===== src/rtl/core/mm4_pkg.sv =====
// shared types and constants for the 4x4 fixed-point matrix multiplier
package mm4_pkg;

    localparam int ELEM_COUNT = 16;
    localparam int INDEX_BITS = 4;
    localparam int FIELD_BITS = 32;

    localparam logic [1:0] CMD_WRITE_LEFT  = 2'd0;
    localparam logic [1:0] CMD_WRITE_RIGHT = 2'd1;
    localparam logic [1:0] CMD_MULTIPLY    = 2'd2;

    typedef struct packed {
        logic [1:0]                   command;
        logic [INDEX_BITS-1:0]        elem_index;
        logic signed [FIELD_BITS-1:0] elem_value;
    } item_t;

    typedef struct packed {
        logic [INDEX_BITS-1:0]        out_index;
        logic signed [FIELD_BITS-1:0] out_value;
        logic                         saturated;
        logic                         last;
    } result_t;

    // travels alongside each multiply-accumulate step
    typedef struct packed {
        logic                  valid;
        logic                  first;
        logic                  done;
        logic [INDEX_BITS-1:0] pos;
    } mac_tag_t;

    typedef enum logic [1:0] {
        ST_IDLE,
        ST_ISSUE,
        ST_DRAIN
    } state_t;

endpackage


===== src/rtl/core/mm4_stream_if.sv =====
// valid/ready stream channel carrying one payload per request
interface mm4_stream_if #(
    parameter type payload_t = logic
);
    logic     valid;
    logic     ready;
    payload_t data;

    modport source (output valid, output data, input ready);
    modport sink   (input valid, input data, output ready);
endinterface


===== src/rtl/core/mm4_store.sv =====
// 16-entry element memory with registered read, reads identity until written
module mm4_store #(
    parameter int WORD_BITS = 32,
    parameter int FRAC_BITS = 16
) (
    input  logic                                 clk,
    input  logic                                 rst_n,
    input  logic                                 wr_en,
    input  logic [mm4_pkg::INDEX_BITS-1:0]       wr_addr,
    input  logic signed [WORD_BITS-1:0]          wr_data,
    input  logic                                 rd_en,
    input  logic [mm4_pkg::INDEX_BITS-1:0]       rd_addr,
    output logic signed [WORD_BITS-1:0]          rd_data
);

    localparam logic signed [WORD_BITS-1:0] ONE = WORD_BITS'(1) << FRAC_BITS;

    logic signed [WORD_BITS-1:0]          mem [mm4_pkg::ELEM_COUNT];
    logic [mm4_pkg::ELEM_COUNT-1:0]       written_reg;
    logic signed [WORD_BITS-1:0]          rd_q_reg;
    logic                                 rd_written_reg;
    logic [mm4_pkg::INDEX_BITS-1:0]       rd_addr_reg;
    logic                                 rd_diag;

    always_ff @(posedge clk)
    begin
        if (wr_en)
        begin
            mem[wr_addr] <= wr_data;
        end
        if (rd_en)
        begin
            rd_q_reg       <= mem[rd_addr];
            rd_written_reg <= written_reg[rd_addr];
            rd_addr_reg    <= rd_addr;
        end
    end

    always_ff @(posedge clk or negedge rst_n)
    begin
        if (!rst_n)
        begin
            written_reg <= '0;
        end
        else if (wr_en)
        begin
            written_reg[wr_addr] <= 1'b1;
        end
    end

    // diagonal entries are column == row
    assign rd_diag = (rd_addr_reg[3:2] == rd_addr_reg[1:0]);
    assign rd_data = rd_written_reg ? rd_q_reg : (rd_diag ? ONE : '0);

endmodule


===== src/rtl/core/mm4_mac.sv =====
// shared multiplier, accumulator and shift/saturate, one product element at a time
module mm4_mac #(
    parameter int WORD_BITS = 32,
    parameter int FRAC_BITS = 16
) (
    input  logic                         clk,
    input  logic                         rst_n,
    input  logic                         adv,
    input  mm4_pkg::mac_tag_t            tag,
    input  logic signed [WORD_BITS-1:0]  a,
    input  logic signed [WORD_BITS-1:0]  b,
    output logic                         res_valid,
    output mm4_pkg::result_t             res
);

    localparam int PROD_BITS = 2 * WORD_BITS;
    localparam int ACC_BITS  = PROD_BITS + 2;
    localparam logic signed [WORD_BITS-1:0] MAX_VAL = {1'b0, {(WORD_BITS-1){1'b1}}};
    localparam logic signed [WORD_BITS-1:0] MIN_VAL = {1'b1, {(WORD_BITS-1){1'b0}}};

    mm4_pkg::mac_tag_t           tag2_reg;
    mm4_pkg::mac_tag_t           tag3_reg;
    logic signed [PROD_BITS-1:0] prod_reg;
    logic signed [PROD_BITS-1:0] prod_next;
    logic signed [ACC_BITS-1:0]  acc_reg;
    logic signed [ACC_BITS-1:0]  acc_next;
    logic signed [ACC_BITS-1:0]  shifted;
    logic [ACC_BITS-WORD_BITS:0] top_bits;
    logic                        sat;
    logic signed [WORD_BITS-1:0] val;

    assign prod_next = a * b;
    assign acc_next  = tag2_reg.first ? ACC_BITS'(prod_reg)
                                      : acc_reg + ACC_BITS'(prod_reg);

    always_ff @(posedge clk or negedge rst_n)
    begin
        if (!rst_n)
        begin
            tag2_reg <= '0;
            tag3_reg <= '0;
        end
        else if (adv)
        begin
            tag2_reg <= tag;
            tag3_reg <= tag2_reg;
        end
    end

    always_ff @(posedge clk)
    begin
        if (adv)
        begin
            prod_reg <= prod_next;
            if (tag2_reg.valid)
            begin
                acc_reg <= acc_next;
            end
        end
    end

    // floor shift, then clip to the word range
    assign shifted  = acc_reg >>> FRAC_BITS;
    assign top_bits = shifted[ACC_BITS-1:WORD_BITS-1];
    assign sat      = !((&top_bits) || !(|top_bits));
    assign val      = sat ? (shifted[ACC_BITS-1] ? MIN_VAL : MAX_VAL)
                          : shifted[WORD_BITS-1:0];

    assign res_valid     = tag3_reg.valid && tag3_reg.done;
    assign res.out_index = tag3_reg.pos;
    assign res.out_value = mm4_pkg::FIELD_BITS'(val);
    assign res.saturated = sat;
    assign res.last      = (&tag3_reg.pos);

endmodule


===== src/rtl/core/matrix4x4_multiply.sv =====
// 4x4 fixed-point matrix multiplier: a write request is accepted while idle and gives no result;
// a multiply request issues 64 multiply-accumulate steps, one per cycle while the output is not
// stalled, through a single shared multiplier fed by the two element memories, four steps per
// product element; no new request is taken until the last product element has been loaded
// into the output register
// reset is asynchronous active low; both stores then read as identity with no clearing pass
module matrix4x4_multiply #(
    parameter int FRAC_BITS = 16,
    parameter int WORD_BITS = 32
) (
    input  logic                clk,
    input  logic                rst_n,
    mm4_stream_if.sink          item,
    mm4_stream_if.source        product
);

    mm4_pkg::state_t             state_reg;
    mm4_pkg::state_t             state_next;
    logic [5:0]                  cnt_reg;
    logic [5:0]                  cnt_next;
    logic                        issuing;
    logic                        accept;
    logic                        adv;
    logic                        wr_left;
    logic                        wr_right;
    logic                        start;
    logic signed [WORD_BITS-1:0] wr_data;
    logic [1:0]                  k;
    logic [3:0]                  pos;
    logic [3:0]                  left_addr;
    logic [3:0]                  right_addr;
    mm4_pkg::mac_tag_t           tag0;
    mm4_pkg::mac_tag_t           tag1_reg;
    logic signed [WORD_BITS-1:0] left_data;
    logic signed [WORD_BITS-1:0] right_data;
    logic                        res_valid;
    mm4_pkg::result_t            res;
    logic                        res_load;
    logic                        out_valid_reg;
    logic                        out_valid_next;
    mm4_pkg::result_t            out_reg;

    assign accept   = item.valid && item.ready;
    assign wr_left  = accept && (item.data.command == mm4_pkg::CMD_WRITE_LEFT);
    assign wr_right = accept && (item.data.command == mm4_pkg::CMD_WRITE_RIGHT);
    assign start    = accept && (item.data.command == mm4_pkg::CMD_MULTIPLY);
    assign wr_data  = WORD_BITS'(item.data.elem_value);

    // pipeline moves unless a finished result is blocked at the output
    assign adv      = !out_valid_reg || product.ready;
    assign res_load = res_valid && adv;

    // next state
    always_comb
    begin
        state_next = state_reg;
        unique case (state_reg)
            mm4_pkg::ST_IDLE:
            begin
                if (start)
                begin
                    state_next = mm4_pkg::ST_ISSUE;
                end
            end
            mm4_pkg::ST_ISSUE:
            begin
                if (adv && (&cnt_reg))
                begin
                    state_next = mm4_pkg::ST_DRAIN;
                end
            end
            mm4_pkg::ST_DRAIN:
            begin
                if (res_load && res.last)
                begin
                    state_next = mm4_pkg::ST_IDLE;
                end
            end
            default:
            begin
                state_next = mm4_pkg::ST_IDLE;
            end
        endcase
    end

    // state outputs
    always_comb
    begin
        issuing    = 1'b0;
        item.ready = 1'b0;
        unique case (state_reg)
            mm4_pkg::ST_IDLE:  item.ready = 1'b1;
            mm4_pkg::ST_ISSUE: issuing    = 1'b1;
            mm4_pkg::ST_DRAIN: issuing    = 1'b0;
            default:           issuing    = 1'b0;
        endcase
    end

    assign cnt_next = (issuing && adv) ? cnt_reg + 6'd1 : cnt_reg;

    always_ff @(posedge clk or negedge rst_n)
    begin
        if (!rst_n)
        begin
            state_reg <= mm4_pkg::ST_IDLE;
            cnt_reg   <= '0;
            tag1_reg  <= '0;
        end
        else
        begin
            state_reg <= state_next;
            cnt_reg   <= cnt_next;
            if (adv)
            begin
                tag1_reg <= tag0;
            end
        end
    end

    // step counter is {column, row, k}
    assign pos        = cnt_reg[5:2];
    assign k          = cnt_reg[1:0];
    assign left_addr  = {k, pos[1:0]};
    assign right_addr = {pos[3:2], k};

    assign tag0.valid = issuing;
    assign tag0.first = (k == 2'd0);
    assign tag0.done  = (k == 2'd3);
    assign tag0.pos   = pos;

    mm4_store #(
        .WORD_BITS (WORD_BITS),
        .FRAC_BITS (FRAC_BITS)
    ) u_left (
        .clk     (clk),
        .rst_n   (rst_n),
        .wr_en   (wr_left),
        .wr_addr (item.data.elem_index),
        .wr_data (wr_data),
        .rd_en   (adv),
        .rd_addr (left_addr),
        .rd_data (left_data)
    );

    mm4_store #(
        .WORD_BITS (WORD_BITS),
        .FRAC_BITS (FRAC_BITS)
    ) u_right (
        .clk     (clk),
        .rst_n   (rst_n),
        .wr_en   (wr_right),
        .wr_addr (item.data.elem_index),
        .wr_data (wr_data),
        .rd_en   (adv),
        .rd_addr (right_addr),
        .rd_data (right_data)
    );

    mm4_mac #(
        .WORD_BITS (WORD_BITS),
        .FRAC_BITS (FRAC_BITS)
    ) u_mac (
        .clk       (clk),
        .rst_n     (rst_n),
        .adv       (adv),
        .tag       (tag1_reg),
        .a         (left_data),
        .b         (right_data),
        .res_valid (res_valid),
        .res       (res)
    );

    // output register
    assign out_valid_next = res_load ? 1'b1 : (product.ready ? 1'b0 : out_valid_reg);

    always_ff @(posedge clk or negedge rst_n)
    begin
        if (!rst_n)
        begin
            out_valid_reg <= 1'b0;
        end
        else
        begin
            out_valid_reg <= out_valid_next;
        end
    end

    always_ff @(posedge clk)
    begin
        if (res_load)
        begin
            out_reg <= res;
        end
    end

    assign product.valid = out_valid_reg;
    assign product.data  = out_reg;

`ifndef SYNTHESIS
    a_idle_empty: assert property (@(posedge clk) disable iff (!rst_n)
        (state_reg == mm4_pkg::ST_IDLE) |-> !tag1_reg.valid)
        else $error("pipeline not empty while idle");

    a_last_ends: assert property (@(posedge clk) disable iff (!rst_n)
        (res_load && res.last) |=> (state_reg == mm4_pkg::ST_IDLE))
        else $error("sequencer did not return to idle after last element");

    a_no_overrun: assert property (@(posedge clk) disable iff (!rst_n)
        (out_valid_reg && !product.ready) |-> !res_load)
        else $error("result loaded over a pending one");
`endif

endmodule


===== src/flat_wrapper.sv =====
// flat-port wrapper written by rule: the top's interface ports become plain ports
module matrix4x4_multiply_flat 
#(
    parameter int FRAC_BITS = 16,
    parameter int WORD_BITS = 32
)
  (clk, rst_n, item_valid, item_data, item_ready, product_valid, product_data, product_ready);
  mm4_stream_if #(.payload_t(mm4_pkg::item_t)) item_i ();
  mm4_stream_if #(.payload_t(mm4_pkg::result_t)) product_i ();
  input  logic clk;
  input  logic rst_n;
  input wire logic [$bits(item_i.valid)-1:0] item_valid;
  input wire logic [$bits(item_i.data)-1:0] item_data;
  output wire logic [$bits(item_i.ready)-1:0] item_ready;
  output wire logic [$bits(product_i.valid)-1:0] product_valid;
  output wire logic [$bits(product_i.data)-1:0] product_data;
  input wire logic [$bits(product_i.ready)-1:0] product_ready;
  assign item_i.valid = item_valid;
  assign item_i.data = item_data;
  assign item_ready = item_i.ready;
  assign product_valid = product_i.valid;
  assign product_data = product_i.data;
  assign product_i.ready = product_ready;
  matrix4x4_multiply #(.FRAC_BITS(FRAC_BITS), .WORD_BITS(WORD_BITS)) u_core (.clk(clk), .rst_n(rst_n), .item(item_i), .product(product_i));
endmodule

===== config.mk =====
export PLATFORM = sky130hd
export DESIGN_NAME = matrix4x4_multiply_flat
export DESIGN_NICKNAME = d
export VERILOG_FILES = /design/src/rtl/core/mm4_pkg.sv /design/src/rtl/core/mm4_stream_if.sv /design/src/rtl/core/mm4_store.sv /design/src/rtl/core/mm4_mac.sv /design/src/rtl/core/matrix4x4_multiply.sv /design/src/flat_wrapper.sv
export SDC_FILE = /design/constraint.sdc
export NUM_CORES = 2
export LEC_CHECK = 0
export BUFFER_PORTS_ARGS = -buffer_cell sky130_fd_sc_hd__buf_2
export CORE_MARGIN = 4
export CORE_UTILIZATION = 30
export DETAILED_ROUTE_END_ITERATION = 8
export PLACE_DENSITY = 0.5
export SYNTH_ARGS = -nofsm -noshare
export SYNTH_HDL_FRONTEND = slang
export SYNTH_HIERARCHICAL = 1
export SYNTH_SLANG_ARGS = --single-unit

===== constraint.sdc =====
create_clock -name clk -period 10.1 [get_ports clk]
set_input_delay 2.02 -clock clk [delete_from_list [all_inputs] [get_ports clk]]
set_output_delay 2.02 -clock clk [all_outputs]
set_load 0.03 [all_outputs]

Word level (Yosys, flattened, before mapping)

Memories as Yosys holds them, arrays and structs flattened. A register that Yosys moved wholly into a read port is not among the register bits.
Index checks and enable logic that the tools add are counted.

Bits in registers: 239
Bits in latches: 0
Bits in writable memories: 1024
Memory bits (read-only): 0
Bits of input ports: 42
Output and inout bits: 40
Memories: 2

Memories:

| name               | words | bits a word | read ports | clocked after memory_dff | wr ports | line            | RTL |
|---|---|---|---|---|---|---|---|
| u_core.u_left.mem  | 16    | 32          | 1          | 1                        | 1        | mm4_store.sv:18 | `logic signed [WORD_BITS-1:0] mem [mm4_pkg::ELEM_COUNT];` |
| u_core.u_right.mem | 16    | 32          | 1          | 1                        | 1        | mm4_store.sv:18 |  |

$add $sub $neg: 2
Multiply operators: 1
Div/mod/pow operators: 0
Order comparisons: 4
Eq/ne operators: 10
Shift operators: 0
Multiplexer cells: 25
Bitwise operators: 2
Reductions and logical operators: 25

Operators by type and width:

| cell                  | number |
|---|---|
| $mux W32              | 4 |
| $add A66 B64 Y66      | 1 |
| $mux W66              | 1 |
| $mul A32 B32 Y64      | 1 |
| $mux W17              | 2 |
| $or A16 B16 Y16       | 2 |
| $reduce_and A19 Y1    | 1 |
| $reduce_or A19 Y1     | 1 |
| $lt A4 B5 Y1 const B  | 3 |
| $mux W1               | 11 |
| $logic_and A1 B1 Y1   | 10 |
| $bmux W1 S4           | 2 |
| $add A6 B1 Y6 const B | 1 |
| $eq A2 B2 Y1 const B  | 3 |
| $logic_not A2 Y1      | 3 |
| $mux W2               | 3 |
| $ne A2 B1 Y1 const B  | 3 |
| $pmux W2 S3           | 1 |
| $reduce_and A6 Y1     | 1 |
| $demux W1 S4          | 1 |
| $eq A2 B1 Y1 const B  | 2 |
| $eq A2 B2 Y1          | 2 |
| $ge A4 B1 Y1 const B  | 1 |
| $reduce_and A4 Y1     | 1 |
| other kinds (5)       | 8 |

Longest topological paths before layout

Depth after elaboration: 6
Depth in mapped cells: 33
Depth with buffers taken out: 30

Modules after synthesis

The synthesis kept the hierarchy.

Modules (own cells, without submodules):

| module                     | instances | cells each | area an instance (um^2) | seq. area each (um^2) |
|---|---|---|---|---|
| mm4_mac                    | 1         | 4830       | 45492.4                 | 4229.1 |
| mm4_store (u_core.u_right) | 1         | 922        | 21334.2                 | 16886.2 |
| mm4_store (u_core.u_left)  | 1         | 922        | 21204.1                 | 16886.2 |
| matrix4x4_multiply         | 1         | 108        | 1916.8                  | 1541.5 |

Least setup slack after synthesis

OpenSTA, ideal clock, no wires.

Path type: reg-to-reg
Start point: reg u_core.u_left.rd_written_reg
End point: reg u_core.u_mac.prod_reg[60] (data pin)
Library setup time: 0.260 ns
Arrival time: 8.051 ns
Required time: 9.840 ns
Setup slack: 1.789 ns
Stages on the path, launching flop included: 29
Buffers on the path: 2
Period minus slack after synthesis: 8.311 ns
Path through: edfxtp_1 -> clkbuf_1 -> and2_1 -> clkbuf_1 -> nand2_1 -> inv_1 -> fa_1 -> fa_1 -> inv_1 -> fa_1 -> inv_1 -> fa_1 -> inv_1 -> fa_1 -> inv_1 -> fa_1 -> fa_1 -> fa_1 -> ha_1 -> a21o_1 -> a21o_1 -> a21o_1 -> a21o_1 -> a21o_1 -> a21oi_1 -> o22ai_1 -> a211o_1 -> a21oi_1 -> xnor2_1

Word-level cells in the longest chain between the ends: 2

Ends and longest elaborated chain:

| what                           | line                     | RTL |
|---|---|---|
| start, declared                | mm4_store.sv:21          | `logic rd_written_reg;` |
| start signal, assigned         | mm4_store.sv:34          | `rd_written_reg <= written_reg[rd_addr];` |
| $mux W32                       | mm4_store.sv:53          | `assign rd_data = rd_written_reg ? rd_q_reg : (rd_diag ? ONE : '0);` |
| net u_core.left_data[31]       | matrix4x4_multiply.sv:34 | `logic signed [WORD_BITS-1:0] left_data;` |
| $mul A32 B32 Y64               | mm4_mac.sv:32            | `assign prod_next = a * b;` |
| net u_core.u_mac.prod_next[60] | mm4_mac.sv:24            | `logic signed [PROD_BITS-1:0] prod_next;` |
| end signal, assigned           | mm4_mac.sv:54            | `prod_reg <= prod_next;` |
| end, declared                  | mm4_mac.sv:23            | `logic signed [PROD_BITS-1:0] prod_reg;` |

The timed path passes the listed nets, and every way through them passes these cells.
A chain may end at the register's enable or synchronous reset.

Worst setup path in the final report

Start point: reg u_core.u_left.rd_written_reg
End point: reg u_core.u_mac.prod_reg[63] (data pin)

The elaborated chain is that of the path after synthesis.

==> results by group <==
Yosys
  – Syn. warnings: 6
  – Count leader, synth: edfxtp_1
  – Mapped Cells: 6782
  – FFs w/ async S/R, synth: 0.0460
  – Register area share after synthesis: 0.440
  – Synth area leader: edfxtp_1
  – Synth Flop Type: edfxtp_1
  – Synth Register Bits: 1327
  – Post-synth top area share: 0.423
  – Number of distinct library cells after synthesis: 88
  – Synth top cells by count: edfxtp_1 (1266), fa_1 (1083), inv_1 (1059)
  – Area contributors post-synth: edfxtp_1 (42%), fa_1 (24%), mux4_2 (6.1%), inv_1 (4.4%), and2_1 (4.1%)
  – Post-Syn Nets: 8158
  – Avg Cell Area, Syn: 13.3 um2
  – Post-synth EDFFs: 1266
  – Mapped Area: 89900 um2

Power
  – P per Cell Area: 244 nW/um2
  – Combinational share of power: 0.470
  – Sw power: 9.82 mW
  – Lkg Pwr: 40.1 nW
  – Internal: 14.7 mW
  – Sequential share of power: 0.312
  – Proportion of power drawn by the clock network: 0.218
  – Worst VDD drop: 0.179 mV
  – Sw Share: 0.401

Die
  – Num ports: 82
  – Die area: 309000 um2
  – FP Rows: 200
  – Die width: 556 um
  – Core ar.: 298000 um2
  – Die Ht: 556 um
  – Initial core utilization: 0.302

Drt
  – Avg Vias per Cell: 4.75
  – Routed WL: 234 mm
  – DR vias: 51700
  – Wirelength per Cell: 21.5 um
  – DRC Markers: 0
  – Drt first pass iters: 5
  – Antenna viol nets, final: 0
  – Initial DRC count: 3278

Final layout
  – Multi-input logic area: 45100 um2
  – Fill count: 29200
  – Sequential Area: 39600 um2
  – P&R area growth vs syn: 11.4%
  – Final Net Count: 8202
  – Layout cells sized above 1: 0.120
  – Post-layout util: 0.336

Clocking
  – Htree depth: 4
  – Root buf cell: clkbuf_16
  – CTS max path bufs: 3
  – Clock Latency Late Sink: 0.82 ns
  – Post-CTS Hold Buffers: 0
  – TritonCTS clock tree: done
  – Sink Count: 1327
  – TritonCTS buffer count: 144
  – Reg clk slew, reported paths: 0.06 ns

STA
  – Final Max Slew Viols: 0
  – Number of setup violations in the final report: 0
  – Post-layout min period: 9.58 ns
  – Clock Skew: 0.0789 ns
  – Worst Max-Slew Pin Slew: 1.07 ns
  – Hold Vio Cnt, Final: 0
  – Period utilization: 0.948
  – TNS Setup: 0 ns
  – RSZ-0062 raised after global routing: no
  – F_max: 104 MHz
  – Slew headroom: 0.286

Worst setup path
  – Critical Path Start: u_core/u_left/rd_written_reg
  – FF-to-FF End: u_core/u_mac/prod_reg[63]
  – Worst flop-to-flop path startpoint: u_core/u_left/rd_written_reg
  – CP endpoint kind: register
  – Max FO, Critical Path: 33
  – Setup crit end: u_core/u_mac/prod_reg[63]
  – R2R cell count: 26
  – Crit path launch type: register
  – CP Data Arrival Time: 10.08 ns
  – Critical path type: register to register
  – R2R setup slack: 0.52 ns
  – WP data required: 10.60 ns

GRT
  – Gr ovfl total: 0
  – Pin count of the biggest net entering global routing: 125
  – Grt met2 use: 0.248
  – Most Crowded Layer GR: met2
  – Routing usage on met3: 0.0256
  – Initial antenna violation count: 14
  – Vias in the first global route: 56400
  – Gr usage total: 0.153
  – GR Layer Usage met1: 0.216
  – First-pass GRT wire length: 361 mm

Job
  – Max_cap viols: 0

Placement
  – Port Buffers: 81
  – Routability Congestion: 0.885
  – Detail Placement HPWL: 167 mm

Min path
  – Tightest Hold Check Type: register to register

Outcome
  – Status: finished, final reports clean
==> how the worst min path moves through the flow <==
stage | startpoint | end | slack (ns) | depth (start not counted)
floorplan | u_core/tag1_reg[0] | u_core/tag1_reg[0] | 0.43 | 2
detailed placement | u_core/u_left/written_reg[8] | u_core/u_left/written_reg[8] | 0.45 | 1
finish | u_core/u_left/written_reg[7] | u_core/u_left/written_reg[7] | 0.46 | 1
global placement | u_core/u_left/written_reg[1] | u_core/u_left/written_reg[1] | 0.45 | 1
global route | u_core/u_right/written_reg[14] | u_core/u_right/written_reg[14] | 0.48 | 1
CTS | u_core/u_left/written_reg[8] | u_core/u_left/written_reg[8] | 0.46 | 1
==> cell type report <==
| type | instances | share of cell area |
|---|---|---|
| clock buffers | 182 | 0.0381 |
| inverters | 1061 | 0.0398 |
| flip-flops and latches | 1327 | 0.395 |
| repair buffers | 248 | 0.0173 |
| well taps | 3939 | 0.0492 |
| clock inverters | 75 | 0.00974 |
| multi-input cells | 4044 | 0.451 |
| diodes | 9 | 0.000225 |
==> layout by cell type, fill, tap and decap left out, drive strengths merged, types with 11 or more instances in the layout <==
master  count
nand4      31
xnor2      91
nor2      100
mux4      264
nand2b     23
edfxtp   1266
o21bai     23
clkinv     47
a31oi      20
a22oi     132
dfrtp      61
mux2       16
nor4       13
nand3      26
and2      589
nor3       31
a211oi     11
buf       248
or2        40
clkbuf    182
a21o      122
o21a       18
inv      1070
nand2     719
nor2b      14
ha        251
xor2       50
and3       18
bufinv     14
o21ai     126
a21oi     130
fa       1083
==> layer usage <==
| layer | share of wire | vias up | wire [um] |
|---|---|---|---|
| li1 | - | 22800 | - |
| met1 | 0.46 | 27400 | 107000 |
| met2 | 0.47 | 1203 | 110000 |
| met5 | 0.00017 | - | 40 |
| met3 | 0.054 | 286 | 12600 |
| met4 | 0.018 | 6 | 4150 |
==> critical path, stage by stage (launching register included) <==
cell and delay [ns]:
edfxtp_1 0.99, and2_1 0.79, buf_4 0.37, nand2_1 0.11, fa_1 0.54, fa_1 0.54, inv_1 0.05, fa_1 0.49
fa_1 0.46, fa_1 0.55, fa_1 0.43, fa_1 0.50, inv_1 0.05, fa_1 0.48, inv_1 0.04, ha_1 0.35
nand2_1 0.11, nor2_1 0.23, nand2_1 0.09, a21oi_1 0.47, nand4_1 0.17, o2111ai_1 0.32, nand2_1 0.19, o31ai_1 0.27
a21oi_1 0.17, o31a_1 0.31, xnor2_1 0.13
==> kinds of logic (layout without fill, tap and decap cells) <==
logic type                 count (synthesis)  after routing  synth area share
and+or+nand+nor                         1630           1630            0.0908
buffers and inverters                   1411           1566            0.0621
adders and majority gates               1334           1334             0.276
DFF                                     1327           1327             0.440
AOI/OAI and AO/OA                        657            657            0.0487
muxes                                    282            282            0.0691
xor gates and xnor gates                 141            141            0.0137
other                                      0              9                 0
==> metrics by stage <==
stage | hold slack, ns | power (mW) | std cells | area (um2) | worst slack [ns]
final | 0.460 | 24.5 | 10900 | 100000 | 0.525
after global routing | 0.477 | 26.3 | 10900 | 100000 | 0.0883
after CTS | 0.461 | 24.8 | 10900 | 100000 | 0.511
after detailed placement | 0.448 | 19.4 | 10600 | 95400 | 0.571
after global placement | 0.445 | 19.2 | 10600 | 95400 | 0.682
after floorplan | 0.433 | 15.8 | 6782 | 89900 | 1.79
==> repair_timing <==
| action | 4_1_cts | 5_1_grt |
|---|---|---|
| buffers inserted | 0 | 0 |
| resized for setup | 0 | 1 |
| endpoints found under the setup margin | 0 | 3 |
==> power by group through the flow <==
stage          clock, mW  sequential, mW  combinational, mW
2_1_floorplan          0            7.39               8.40
3_3_place_gp           0            7.76               11.5
3_5_place_dp           0            7.76               11.6
4_1_cts             5.53            7.65               11.6
5_1_grt             5.75            7.71               12.9
6_report            5.35            7.63               11.5
Power figures use the tool's default switching activity.
